[src/sv/bqc_pkg.sv]
package bqc_pkg;

	// filter shape
	localparam int NUM_STAGES  = 4;
	localparam int SAMPLE_BITS = 24;

	// coefficient format, signed Q2.19
	localparam int COEF_BITS = 21;
	localparam int COEF_FRAC = 19;
	localparam int NUM_TAPS  = 5;
	localparam int NUM_COEFS = NUM_STAGES * NUM_TAPS;

	// configuration port
	localparam int NUM_PACKS  = 7;
	localparam int PACK_SLOTS = 3;
	localparam int CFG_DATA_W = PACK_SLOTS * COEF_BITS;
	localparam int CFG_IDX_W  = 4;
	localparam logic [CFG_IDX_W-1:0] REG_BYPASS    = CFG_IDX_W'(0);
	localparam int                   REG_PACK_BASE = 1;

	// internal words and accumulator
	localparam int WORD_BITS = 40;
	localparam int HALF_BITS = WORD_BITS / 2;
	localparam int ACC_BITS  = 64;
	localparam int PROD_BITS = 2 * COEF_BITS;

	localparam int STAGE_W    = (NUM_STAGES > 1) ? $clog2(NUM_STAGES) : 1;
	localparam int COEF_IDX_W = (NUM_COEFS > 1) ? $clog2(NUM_COEFS) : 1;

	typedef enum logic [2:0] {
		COEF_A1 = 3'd0,
		COEF_A2 = 3'd1,
		COEF_B0 = 3'd2,
		COEF_B1 = 3'd3,
		COEF_B2 = 3'd4
	} coef_sel_t;

	typedef enum logic [1:0] {
		OPND_M1 = 2'd0,
		OPND_M2 = 2'd1,
		OPND_W  = 2'd2
	} opnd_sel_t;

	typedef struct packed {
		logic               load_x;
		logic               acc_init;
		logic               acc_clr;
		logic               mul_en;
		coef_sel_t          coef_sel;
		opnd_sel_t          opnd_sel;
		logic               hi_half;
		logic               sub;
		logic               round_w;
		logic               round_y;
		logic               load_out;
		logic [STAGE_W-1:0] stage;
	} dp_cmd_t;

	// (v + half lsb) >> COEF_FRAC with floor, then clamp to a word
	function automatic logic signed [WORD_BITS-1:0] round_word(
		input logic signed [ACC_BITS-1:0] v
	);
		logic signed [ACC_BITS-1:0] t;
		logic signed [ACC_BITS-1:0] s;
		logic signed [ACC_BITS-1:0] wmax;
		logic signed [ACC_BITS-1:0] wmin;
		t    = v + (ACC_BITS'(1) <<< (COEF_FRAC - 1));
		s    = t >>> COEF_FRAC;
		wmax = (ACC_BITS'(1) <<< (WORD_BITS - 1)) - ACC_BITS'(1);
		wmin = -(ACC_BITS'(1) <<< (WORD_BITS - 1));
		if (s > wmax)
			round_word = WORD_BITS'(wmax);
		else if (s < wmin)
			round_word = WORD_BITS'(wmin);
		else
			round_word = WORD_BITS'(s);
	endfunction

	function automatic logic signed [SAMPLE_BITS-1:0] sat_sample(
		input logic signed [WORD_BITS-1:0] v
	);
		logic signed [WORD_BITS-1:0] smax;
		logic signed [WORD_BITS-1:0] smin;
		smax = (WORD_BITS'(1) <<< (SAMPLE_BITS - 1)) - WORD_BITS'(1);
		smin = -(WORD_BITS'(1) <<< (SAMPLE_BITS - 1));
		if (v > smax)
			sat_sample = SAMPLE_BITS'(smax);
		else if (v < smin)
			sat_sample = SAMPLE_BITS'(smin);
		else
			sat_sample = SAMPLE_BITS'(v);
	endfunction

endpackage

[src/sv/bqc_ctrl.sv]
module bqc_ctrl (
	input  logic                             clk,
	input  logic                             arst_n,
	input  logic                             in_valid,
	output logic                             in_stall,
	output logic                             out_valid,
	input  logic                             out_stall,
	input  logic                             cfg_we,
	input  logic [bqc_pkg::CFG_IDX_W-1:0]    cfg_index,
	input  logic [bqc_pkg::CFG_DATA_W-1:0]   cfg_wdata,
	output bqc_pkg::dp_cmd_t                 cmd
);

	typedef enum logic [8:0] {
		ST_IDLE   = 9'b000000001,
		ST_INIT   = 9'b000000010,
		ST_MULW   = 9'b000000100,
		ST_DRAINW = 9'b000001000,
		ST_ROUNDW = 9'b000010000,
		ST_MULY   = 9'b000100000,
		ST_DRAINY = 9'b001000000,
		ST_ROUNDY = 9'b010000000,
		ST_DONE   = 9'b100000000
	} state_t;

	localparam logic [2:0] LAST_W_STEP = 3'd3;
	localparam logic [2:0] LAST_Y_STEP = 3'd5;
	localparam logic [bqc_pkg::STAGE_W-1:0] LAST_STAGE =
		bqc_pkg::STAGE_W'(bqc_pkg::NUM_STAGES - 1);

	state_t                      state_q;
	state_t                      state_d;
	logic [2:0]                  step_q;
	logic [bqc_pkg::STAGE_W-1:0] stage_q;
	logic                        bypass_q;
	logic                        out_valid_q;
	logic                        in_take;
	logic                        out_free;

	assign in_stall  = (state_q != ST_IDLE);
	assign in_take   = in_valid && (state_q == ST_IDLE);
	assign out_free  = !out_valid_q || !out_stall;
	assign out_valid = out_valid_q;

	always_comb begin
		state_d = state_q;
		case (state_q)
			ST_IDLE:   if (in_take) state_d = bypass_q ? ST_DONE : ST_INIT;
			ST_INIT:   state_d = ST_MULW;
			ST_MULW:   if (step_q == LAST_W_STEP) state_d = ST_DRAINW;
			ST_DRAINW: state_d = ST_ROUNDW;
			ST_ROUNDW: state_d = ST_MULY;
			ST_MULY:   if (step_q == LAST_Y_STEP) state_d = ST_DRAINY;
			ST_DRAINY: state_d = ST_ROUNDY;
			ST_ROUNDY: state_d = (stage_q == LAST_STAGE) ? ST_DONE : ST_INIT;
			ST_DONE:   if (out_free) state_d = ST_IDLE;
			default:   state_d = ST_IDLE;
		endcase
	end

	always_ff @(posedge clk or negedge arst_n) begin
		if (!arst_n) begin
			state_q     <= ST_IDLE;
			step_q      <= '0;
			stage_q     <= '0;
			bypass_q    <= 1'b1;
			out_valid_q <= 1'b0;
		end else begin
			state_q <= state_d;
			if (state_q == ST_MULW || state_q == ST_MULY)
				step_q <= step_q + 3'd1;
			else
				step_q <= '0;
			if (state_q == ST_IDLE)
				stage_q <= '0;
			else if (state_q == ST_ROUNDY && stage_q != LAST_STAGE)
				stage_q <= stage_q + 1'b1;
			if (cfg_we && cfg_index == bqc_pkg::REG_BYPASS)
				bypass_q <= cfg_wdata[0];
			if (state_q == ST_DONE && out_free)
				out_valid_q <= 1'b1;
			else if (!out_stall)
				out_valid_q <= 1'b0;
		end
	end

	always_comb begin
		cmd          = '0;
		cmd.coef_sel = bqc_pkg::COEF_A1;
		cmd.opnd_sel = bqc_pkg::OPND_M1;
		cmd.stage    = stage_q;
		cmd.load_x   = in_take;
		cmd.acc_init = (state_q == ST_INIT);
		cmd.acc_clr  = (state_q == ST_ROUNDW);
		cmd.round_w  = (state_q == ST_ROUNDW);
		cmd.round_y  = (state_q == ST_ROUNDY);
		cmd.load_out = (state_q == ST_DONE) && out_free;
		cmd.hi_half  = !step_q[0];
		if (state_q == ST_MULW) begin
			// feedback terms: a1*m1 then a2*m2, high half first
			cmd.mul_en   = 1'b1;
			cmd.sub      = 1'b1;
			cmd.coef_sel = step_q[1] ? bqc_pkg::COEF_A2 : bqc_pkg::COEF_A1;
			cmd.opnd_sel = step_q[1] ? bqc_pkg::OPND_M2 : bqc_pkg::OPND_M1;
		end else if (state_q == ST_MULY) begin
			cmd.mul_en = 1'b1;
			case (step_q[2:1])
				2'd0: begin
					cmd.coef_sel = bqc_pkg::COEF_B0;
					cmd.opnd_sel = bqc_pkg::OPND_W;
				end
				2'd1: begin
					cmd.coef_sel = bqc_pkg::COEF_B1;
					cmd.opnd_sel = bqc_pkg::OPND_M1;
				end
				default: begin
					cmd.coef_sel = bqc_pkg::COEF_B2;
					cmd.opnd_sel = bqc_pkg::OPND_M2;
				end
			endcase
		end
	end

endmodule

[src/sv/bqc_datapath.sv]
module bqc_datapath (
	input  logic                                  clk,
	input  logic                                  arst_n,
	input  bqc_pkg::dp_cmd_t                      cmd,
	input  logic signed [bqc_pkg::SAMPLE_BITS-1:0] sample_in,
	output logic signed [bqc_pkg::SAMPLE_BITS-1:0] sample_out,
	input  logic                                  cfg_we,
	input  logic [bqc_pkg::CFG_IDX_W-1:0]         cfg_index,
	input  logic [bqc_pkg::CFG_DATA_W-1:0]        cfg_wdata
);

	logic signed [bqc_pkg::COEF_BITS-1:0] coef_q    [bqc_pkg::NUM_COEFS];
	logic signed [bqc_pkg::WORD_BITS-1:0] delay_one_q [bqc_pkg::NUM_STAGES];
	logic signed [bqc_pkg::WORD_BITS-1:0] delay_two_q [bqc_pkg::NUM_STAGES];

	logic signed [bqc_pkg::WORD_BITS-1:0]   x_q;
	logic signed [bqc_pkg::WORD_BITS-1:0]   w_q;
	logic signed [bqc_pkg::ACC_BITS-1:0]    acc_q;
	logic signed [bqc_pkg::SAMPLE_BITS-1:0] out_q;

	logic signed [bqc_pkg::PROD_BITS-1:0] prod_s1;
	logic                                 en_s1;
	logic                                 hi_s1;
	logic                                 sub_s1;

	logic [bqc_pkg::COEF_IDX_W-1:0]       coef_idx;
	logic signed [bqc_pkg::COEF_BITS-1:0] coef;
	logic signed [bqc_pkg::WORD_BITS-1:0] m1;
	logic signed [bqc_pkg::WORD_BITS-1:0] m2;
	logic signed [bqc_pkg::WORD_BITS-1:0] opnd;
	logic signed [bqc_pkg::COEF_BITS-1:0] half;
	logic signed [bqc_pkg::ACC_BITS-1:0]  term;
	logic signed [bqc_pkg::WORD_BITS-1:0] rnd;

	assign coef_idx = bqc_pkg::COEF_IDX_W'(cmd.stage * bqc_pkg::NUM_TAPS)
		+ bqc_pkg::COEF_IDX_W'(cmd.coef_sel);
	assign coef = coef_q[coef_idx];
	assign m1   = delay_one_q[cmd.stage];
	assign m2   = delay_two_q[cmd.stage];

	always_comb begin
		case (cmd.opnd_sel)
			bqc_pkg::OPND_M1: opnd = m1;
			bqc_pkg::OPND_M2: opnd = m2;
			bqc_pkg::OPND_W:  opnd = w_q;
			default:          opnd = m1;
		endcase
	end

	// upper half signed, lower half unsigned
	always_comb begin
		if (cmd.hi_half)
			half = bqc_pkg::COEF_BITS'($signed(opnd[bqc_pkg::WORD_BITS-1:bqc_pkg::HALF_BITS]));
		else
			half = $signed({1'b0, opnd[bqc_pkg::HALF_BITS-1:0]});
	end

	always_comb begin
		term = bqc_pkg::ACC_BITS'(prod_s1);
		if (hi_s1)
			term = term <<< bqc_pkg::HALF_BITS;
	end

	assign rnd        = bqc_pkg::round_word(acc_q);
	assign sample_out = out_q;

	always_ff @(posedge clk or negedge arst_n) begin
		if (!arst_n) begin
			for (int k = 0; k < bqc_pkg::NUM_COEFS; k++)
				coef_q[k] <= '0;
			for (int i = 0; i < bqc_pkg::NUM_STAGES; i++) begin
				delay_one_q[i] <= '0;
				delay_two_q[i] <= '0;
			end
			en_s1 <= 1'b0;
		end else begin
			if (cfg_we) begin
				for (int p = 0; p < bqc_pkg::NUM_PACKS; p++) begin
					for (int s = 0; s < bqc_pkg::PACK_SLOTS; s++) begin
						if ((p * bqc_pkg::PACK_SLOTS + s) < bqc_pkg::NUM_COEFS &&
							cfg_index == bqc_pkg::CFG_IDX_W'(bqc_pkg::REG_PACK_BASE + p))
							coef_q[p * bqc_pkg::PACK_SLOTS + s] <=
								cfg_wdata[s * bqc_pkg::COEF_BITS +: bqc_pkg::COEF_BITS];
					end
				end
			end
			if (cmd.round_y) begin
				delay_two_q[cmd.stage] <= m1;
				delay_one_q[cmd.stage] <= w_q;
			end
			en_s1 <= cmd.mul_en;
		end
	end

	always_ff @(posedge clk) begin
		prod_s1 <= coef * half;
		hi_s1   <= cmd.hi_half;
		sub_s1  <= cmd.sub;
		if (cmd.load_x)
			x_q <= bqc_pkg::WORD_BITS'(sample_in);
		else if (cmd.round_y)
			x_q <= rnd;
		if (cmd.round_w)
			w_q <= rnd;
		if (cmd.acc_init)
			acc_q <= bqc_pkg::ACC_BITS'(x_q) <<< bqc_pkg::COEF_FRAC;
		else if (cmd.acc_clr)
			acc_q <= '0;
		else if (en_s1)
			acc_q <= sub_s1 ? (acc_q - term) : (acc_q + term);
		if (cmd.load_out)
			out_q <= bqc_pkg::sat_sample(x_q);
	end

endmodule

[src/sv/biquad_cascade_lowpass.sv]
// four direct-form-II biquad sections in series on signed q1.23 samples.
// each section keeps two 40-bit delay words and computes
// w = x - a1*m1 - a2*m2 then y = b0*w + b1*m1 + b2*m2, each sum rounded
// half up to the sample lsb and clamped to 40 bits; the last section's
// output is clamped to 24 bits. coefficients are signed q2.19, packed three
// to a configuration register, low field first (a1, a2, b0, b1, b2 per
// section). register 0 is bypass (reset 1): a bypassed word comes back
// unchanged and the delay words are left alone. all products go through
// one shared 21x21 multiplier, each 40-bit word split in two halves, so
// a section runs setup, the feedback half-products, a drain and a
// rounding, then the feed-forward half-products, a drain and a rounding.
// a bypassed word skips the sections. no new word is taken while one is in
// flight; the next word is taken while a result still waits at the output.
// write configuration only while the block is idle.
module biquad_cascade_lowpass (
	input  logic                                  clk,
	input  logic                                  arst_n,
	// sample input channel
	input  logic                                  in_valid,
	output logic                                  in_stall,
	input  logic signed [bqc_pkg::SAMPLE_BITS-1:0] sample_in,
	// sample output channel
	output logic                                  out_valid,
	input  logic                                  out_stall,
	output logic signed [bqc_pkg::SAMPLE_BITS-1:0] sample_out,
	// configuration writes
	input  logic                                  cfg_we,
	input  logic [bqc_pkg::CFG_IDX_W-1:0]         cfg_index,
	input  logic [bqc_pkg::CFG_DATA_W-1:0]        cfg_wdata
);

	// command word from sequencer to datapath, one micro-op per cycle
	bqc_pkg::dp_cmd_t cmd;

	// sequencer: handshakes, bypass register, section and product counters
	bqc_ctrl u_ctrl (
		.clk       (clk),
		.arst_n    (arst_n),
		.in_valid  (in_valid),
		.in_stall  (in_stall),
		.out_valid (out_valid),
		.out_stall (out_stall),
		.cfg_we    (cfg_we),
		.cfg_index (cfg_index),
		.cfg_wdata (cfg_wdata),
		.cmd       (cmd)
	);

	// datapath: coefficient bank, delay words, multiplier, accumulator,
	// rounding and the output word register
	bqc_datapath u_dp (
		.clk        (clk),
		.arst_n     (arst_n),
		.cmd        (cmd),
		.sample_in  (sample_in),
		.sample_out (sample_out),
		.cfg_we     (cfg_we),
		.cfg_index  (cfg_index),
		.cfg_wdata  (cfg_wdata)
	);

endmodule

[config.mk]
export PLATFORM = sky130hd
export DESIGN_NAME = biquad_cascade_lowpass
export DESIGN_NICKNAME = d
export VERILOG_FILES = /design/src/sv/bqc_pkg.sv /design/src/sv/bqc_ctrl.sv /design/src/sv/bqc_datapath.sv /design/src/sv/biquad_cascade_lowpass.sv
export SDC_FILE = /design/constraint.sdc
export NUM_CORES = 2
export LEC_CHECK = 0
export BUFFER_PORTS_ARGS = -buffer_cell sky130_fd_sc_hd__buf_4
export CAP_MARGIN = 20
export CORE_ASPECT_RATIO = 0.8
export CORE_MARGIN = 5
export CORE_UTILIZATION = 60
export DETAILED_ROUTE_END_ITERATION = 10
export PLACE_DENSITY_LB_ADDON = 0.05
export SLEW_MARGIN = 20
export SYNTH_ARGS = -nofsm -noshare
export SYNTH_HDL_FRONTEND = slang
export SYNTH_SLANG_ARGS = --single-unit
export TNS_END_PERCENT = 30
[constraint.sdc]
create_clock -name clk -period 11.9 [get_ports clk]
set_input_delay 1.785 -clock clk [delete_from_list [all_inputs] [get_ports clk]]
set_output_delay 1.785 -clock clk [all_outputs]
set_load 0.01 [all_outputs]
* Word-level counts from Yosys, hierarchy flattened *
Cells that the tools add are included.

operators by class
  multipliers = 2
  bitwise operators = 2
  equality and inequality tests = 29
  $lt $le $gt $ge = 7
  reduce and logical (&&, ||, !) cells = 24
  multiplexer cells = 43
  add/subtract/negate cells = 6

operator list
  operator                                                                 count
  40-bit 2-to-1 mux                                                        9
  160-bit bitwise mux                                                      2
  64-bit 2-to-1 mux                                                        4
  40-bit binary-select mux with 2-bit select                               2
  21-bit binary-select mux with 5-bit select                               1
  9-bit case mux with 9 select lines                                       1
  40-bit demux with 2-bit select                                           1
  40-bit case mux with 2 select lines                                      1
  64-bit by 20-bit adder with 64-bit output, second input constant         1
  64-bit by 62-bit adder with 64-bit output                                1
  64-bit by 62-bit subtractor with 64-bit output                           1
  21-bit 2-to-1 mux                                                        3
  61-bit 2-to-1 mux                                                        1
  9-bit 2-to-1 mux                                                         6
  45-bit by 40-bit > comparator with 1-bit output, second input constant   1
  45-bit by 40-bit < comparator with 1-bit output, second input constant   1
  21-bit by 21-bit multiplier with 42-bit output                           1
  40-bit by 24-bit > comparator with 1-bit output, second input constant   1
  40-bit by 24-bit < comparator with 1-bit output, second input constant   1
  24-bit 2-to-1 mux                                                        1
  4-bit by 3-bit equality test with 1-bit output, second input constant    4
  2-bit AND reduction                                                      7
  6-bit 2-to-1 mux                                                         2
  2-bit by 1-bit inequality test with 1-bit output, second input constant  5
  39 further kinds                                                         55

word-level totals
  output and inout port bits = 26
  flip-flop bits (word level) = 969

* Depth between registers and ports, before layout *
  depth after elaboration = 10
  mapped depth = 44
  gate-level depth less buffers = 40

* Cells and area by module *
Synthesis repeated with hierarchy kept, for this count alone.

unflattened totals
  cell total of the unflattened synthesis = 5,632
  area total of the unflattened synthesis = 64,994.8 µm²

by module, submodules not included
  module        cells each  instances  area an instance (µm²)
  bqc_datapath  5,530       1          64,053.9
  bqc_ctrl      102         1          940.9

* Least setup slack after synthesis *
Ideal clock, no wire load.

  path kind = register to register
  start point = register u_ctrl.state_q[6]
  end point = register u_dp.prod_s1[40] (netlist name)
  data arrival time = 10.666 ns
  cell stages (with the launch flop) = 35
  period minus slack after synthesis = 10.788 ns
  setup time = 0.122 ns
  path slack = 1.112 ns
  required time = 11.778 ns
  path buffers = 2
  cell sequence = dfrtp_1 or3_1 or4b_2 nor2_1 ha_1 ha_1 fa_1 xor2_1 clkbuf_1 mux4_2 a22o_1 clkbuf_1 and2_1 fa_1 fa_1 inv_1 fa_1 inv_1 fa_1 fa_1 fa_1 inv_1 fa_1 inv_1 ha_1 a222oi_1 nand2_1 a211oi_1 nor3_1 o211ai_1 o21ai_0 a41o_1 o41ai_2 nor4bb_1 a311o_1

on the way
  longest elaborated chain between the ends = 9

ends and longest elaborated chain
  element                                               line                source
  from (decl)                                           bqc_ctrl.sv:31      state_t state_q;
  from (signal assigned)                                bqc_ctrl.sv:69      state_q <= state_d;
  9-bit by 6-bit equality test with 1-bit output        bqc_ctrl.sv:105     end else if (state_q == ST_MULY) begin
  6-bit 2-to-1 mux                                      bqc_ctrl.sv:105
  6-bit 2-to-1 mux (*)                                  bqc_ctrl.sv:99      if (state_q == ST_MULW) begin
  5-bit by 3-bit adder with 5-bit output                bqc_datapath.sv:36  + bqc_pkg::COEF_IDX_W'(cmd.coef_sel);
  5-bit NOT with 6-bit output (not written as such)     bqc_datapath.sv:37  assign coef = coef_q[coef_idx];
  21-bit binary-select mux with 5-bit select            bqc_datapath.sv:37
  21-bit 2-to-1 mux (not written as such) (2 in a row)  bqc_datapath.sv:37
  21-bit by 21-bit multiplier with 42-bit output (*)    bqc_datapath.sv:96  prod_s1 <= coef * half;
  to (signal assigned)                                  bqc_datapath.sv:96
  to (decl)                                             bqc_datapath.sv:21  logic signed [bqc_pkg::PROD_BITS-1:0] prod_s1;

Every way passes the cells marked *; elsewhere a longest branch is shown, timed or not. The select of a mux whose other input is x is not followed.
A chain may end at the register's enable or synchronous reset.

* Worst setup path in the final report *
Same ends and word-level chain as after synthesis.

==> out/results.env <==
YOSYS_MOST_USED_DFF='sky130_fd_sc_hd__dfrtp_1'
GRT_FIRST_PASS_WIRELENGTH_UM=263000
PATH_CLK_SLEW_NS=0.06
WL_MET1_UM=74500
CTS-ROOT-BUF='sky130_fd_sc_hd__clkbuf_16'
MAX-CLOCK-PATH-BUFFERS=3
ROUTED_VIA_DENSITY=6.08
YOSYSWARNINGCOUNT=0
CLK_LATENCY_NS=0.73
TOTAL_LEAKAGE_POWER_uW=0.0328
POST_CTS_HOLD_BUFFER_COUNT=0
TIMING_WORST_SETUP_PATH_TYPE='flip-flop to flip-flop'
P_PER_AREA_nW_PER_UM2=191
WORST_CASE_VDD_IR_DROP_mV=0.228
WORST_PATH_DOMINANT_CELL_FAMILY='adder cells'
CP-END-KIND='flip-flop'
SYNTH_CELL_TYPES=89
ROUTED.TOP_LAYER='met4'
SYNTH_CELLS=5573
LAYOUT.CELLS.MOST_COMMON='sky130_fd_sc_hd__mux2_2'
FIN_CRIT_NS=11.29
INITIAL_DETAILED_ROUTING_VIOLATION_COUNT=3251
WORST_HOLD_PATH_TYPE='flip-flop to flip-flop'
ACHIEVABLE-FREQUENCY_GHz=0.0886
POST-ROUTE-CELL-AREA_UM2=71000
WIRE_PER_INST_UM=23.2
MIN_PERIOD_OVER_PERIOD_PCT=94.8
ROUTE.FINAL.WIRE_LENGTH_UM=165000
YS_SEQ_ELEMENTS=969
TRITONCTS_BUFFER_COUNT=96
POST_SYNTH.CELL_AREA_AVG_UM2=11.7
FINALMAXSLEWVIOLATIONS=0
CRIT_PATH_MAX_INCR_DELAY_NS=0.68
CP_DATA_ARRIVAL_TIME_NS=11.87
SLEW_WORST_PIN_NS=1.10
MAX_SLEW_MARGIN_PCT=26.6
CORE.ROWCOUNT=108
PLACE.PORT_BUFFERS=121
GLOBAL_ROUTE.USAGE.TOTAL_PCT=29.1
MOST-COMMON-LAYOUT-CELLS='sky130_fd_sc_hd__mux2_2, sky130_fd_sc_hd__dfrtp_1, sky130_fd_sc_hd__inv_1, sky130_fd_sc_hd__fa_1, sky130_fd_sc_hd__nand2_1'
DIE-AREA_UM2=115000
DR_PASS1_ITERATIONS=6
FLOORPLAN.INITIALDENSITY_PCT=60.3
DIE_W_UM=378
FLOORPLAN.IO_PINS=122
YS_SEQ_AREA_SHARE_PCT=37.9
ANTENNA_VIOLATIONS_BEFORE_REPAIR=2
ASYNCSETRESETFLOPFRACSYNTH_PCT=78.1
MET2_LENGTH_UM=75400
SYNTH_LARGEST_AREA_CELL='sky130_fd_sc_hd__dfrtp_1'
FINAL-HOLD-VIOLATION-COUNT=0
SYN_AREA_UM2=65100
FIN_SETUP_TNS_NS=0
AREA_GROWTH_PCT=9.03
COREAREA_UM2=108000
MAX_CAP_VIOLATION_COUNT=0
CELL_AREA_AFTER_PLACEMENT_UM2=67800
DRCVIOLATIONCOUNT=0
RSZ0062_AT_GRT='no'
POST_SYNTH_MAIN_AREA_CONTRIBUTORS='sky130_fd_sc_hd__dfrtp_1, sky130_fd_sc_hd__fa_1, sky130_fd_sc_hd__mux2_2'
CP.REQUIRED_NS=12.49
CLOCK_SINKS=969
LAYOUT-DRIVE-GT1-SHARE_PCT=25.2
SYN_NETS=6321
TRITONCTS_CLOCK_TREE='yes'
GRT_PASS1_VIAS=44707
CRIT_PATH_FREQUENT_CELL='sky130_fd_sc_hd__fa_1'
DP_HPWL_UM=119000
NETLIST.AREA_LEADER.SHARE_PCT=29.0
CTS.HTREE.LEVELS=3
RUN_STATUS='finished clean'
ROUTE.MET3.WL_UM=10400
NUM_VIAS=43220
NETS=6358
DIEHEIGHT_UM=305
GRT_MAX_DEGREE=167
COUNT_OF_BUFFER_AND_INVERTER_CELLS_ON_THE_CRITICAL_PATH=5
INSERTEDDIODECOUNT=0
SETUP_VIOLATORS_FINAL=0
HIGHEST_DELAY_CELL_ALONG_THE_CRITICAL_PATH='sky130_fd_sc_hd__or4b_2'
TIMING.CRITICAL_PATH.FANOUT_MAX=31
GR-TOTAL-OVERFLOW=0
POSTROUTEANTENNANETS=0
GLOBALPLACE.CONGESTION=0.940
SYNTH_ENABLE_FLOP_CELLS=149
WORST_CLOCK_SKEW_NS=0.0400
CP-START-KIND='flip-flop'
## Yosys cell counts, drive strengths merged, types with 50 or more instances
| cell type | instances |
|---|---|
| a21o | 94 |
| a21oi | 186 |
| a22o | 55 |
| and2 | 118 |
| buf | 71 |
| clkbuf | 229 |
| dfrtp | 755 |
| dfxtp | 63 |
| edfxtp | 149 |
| fa | 461 |
| ha | 191 |
| inv | 661 |
| mux2 | 767 |
| mux4 | 220 |
| nand2 | 455 |
| nor2 | 222 |
| nor2b | 50 |
| nor3 | 52 |
| o21ai | 162 |
| xnor2 | 98 |
| xor2 | 92 |
## layer usage
layer  global-route usage (%)  vias up
met2                     44.9     1271
met4                     7.10        0
li1                         -    19124
met5                        0        -
met3                     4.90      248
met1                     43.6    22577
## power breakdown
part	internal, uW	switching, uW
combinational	2590	3680
sequential	3910	329
clock	1740	1320
total	8250	5330
## through the flow
| step | util [%] | hold slack, ns | setup slack [ns] | cells | total power (uW) |
|---|---|---|---|---|---|
| global placement | 62.7 | 0.461 | 0.552 | 6930 | 10400 |
| floorplan | - | 0.445 | 1.11 | 5573 | 8750 |
| global route | 65.7 | 0.509 | 0.0676 | 7112 | 14400 |
| detailed placement | 62.7 | 0.476 | 0.439 | 6930 | 10400 |
| CTS | 65.6 | 0.486 | 0.358 | 7100 | 13500 |
| finish | 65.7 | 0.488 | 0.614 | 7112 | 13600 |
## kinds of logic (layout without fill, tap and decap cells)
kind of cell | after synthesis | in the layout | synth area share [%]
simple gates | 1114 | 1114 | 8.13
buf+inv | 962 | 1071 | 5.64
compound gates | 667 | 667 | 6.60
flops | 969 | 969 | 37.9
xor+xnor | 190 | 190 | 2.55
mux | 1019 | 1019 | 21.4
fa+ha+maj | 652 | 652 | 17.8
## sequential cells by signal, summed over array words and instances (netlist names), 2 cells and up
name              flops
u_dp.delay_two_q    160
u_ctrl.stage_q        2
u_ctrl.state_q        9
u_dp.delay_one_q    160
u_ctrl.step_q         3
u_dp.acc_q           64
u_dp.prod_s1         42
u_dp.w_q             40
u_dp.coef_q         420
u_dp.sample_out      24
u_dp.x_q             40
## worst register-to-register path, delay by kind of cell, from the launching register on
family | cells | cell delay (ns)
compound gates | 8 | 2.55
fa+ha+maj | 10 | 4.77
buf+inv | 5 | 0.50
flops | 1 | 0.44
mux | 2 | 0.88
simple gates | 7 | 1.98
## repair_timing
action,in CTS,in global routing
gates resized for setup,0,1
endpoints found under the setup margin,0,2
buffers inserted,0,12
## cell type report
type,count,area [um2]
Multi-Input combinational cell,3642,37000
Timing Repair Buffer,239,1940
Clock inverter,21,344
Fill cell,8362,37100
Clock buffer,149,2820
Sequential cell,969,24700
Inverter,662,2490
Tap cell,1430,1790
## worst paths after layout
path | slack, ns | from | end | depth (start not counted)
hold reg to reg | 0.49 | u_dp.acc_q[0] | u_dp.acc_q[0] | 2
setup / recovery | 0.61 | u_ctrl.state_q[6] | u_dp.prod_s1[40] | 32
min in group asynchronous | 1.15 | arst_n | u_dp.coef_q[174] | 1
hold / removal | 0.49 | u_dp.acc_q[0] | u_dp.acc_q[0] | 2
setup reg to reg | 0.61 | u_ctrl.state_q[6] | u_dp.prod_s1[40] | 32
max in group asynchronous | 8.48 | arst_n | u_dp.delay_one_q[84] | 3
No activity file was read; power rests on OpenSTA's default activity.
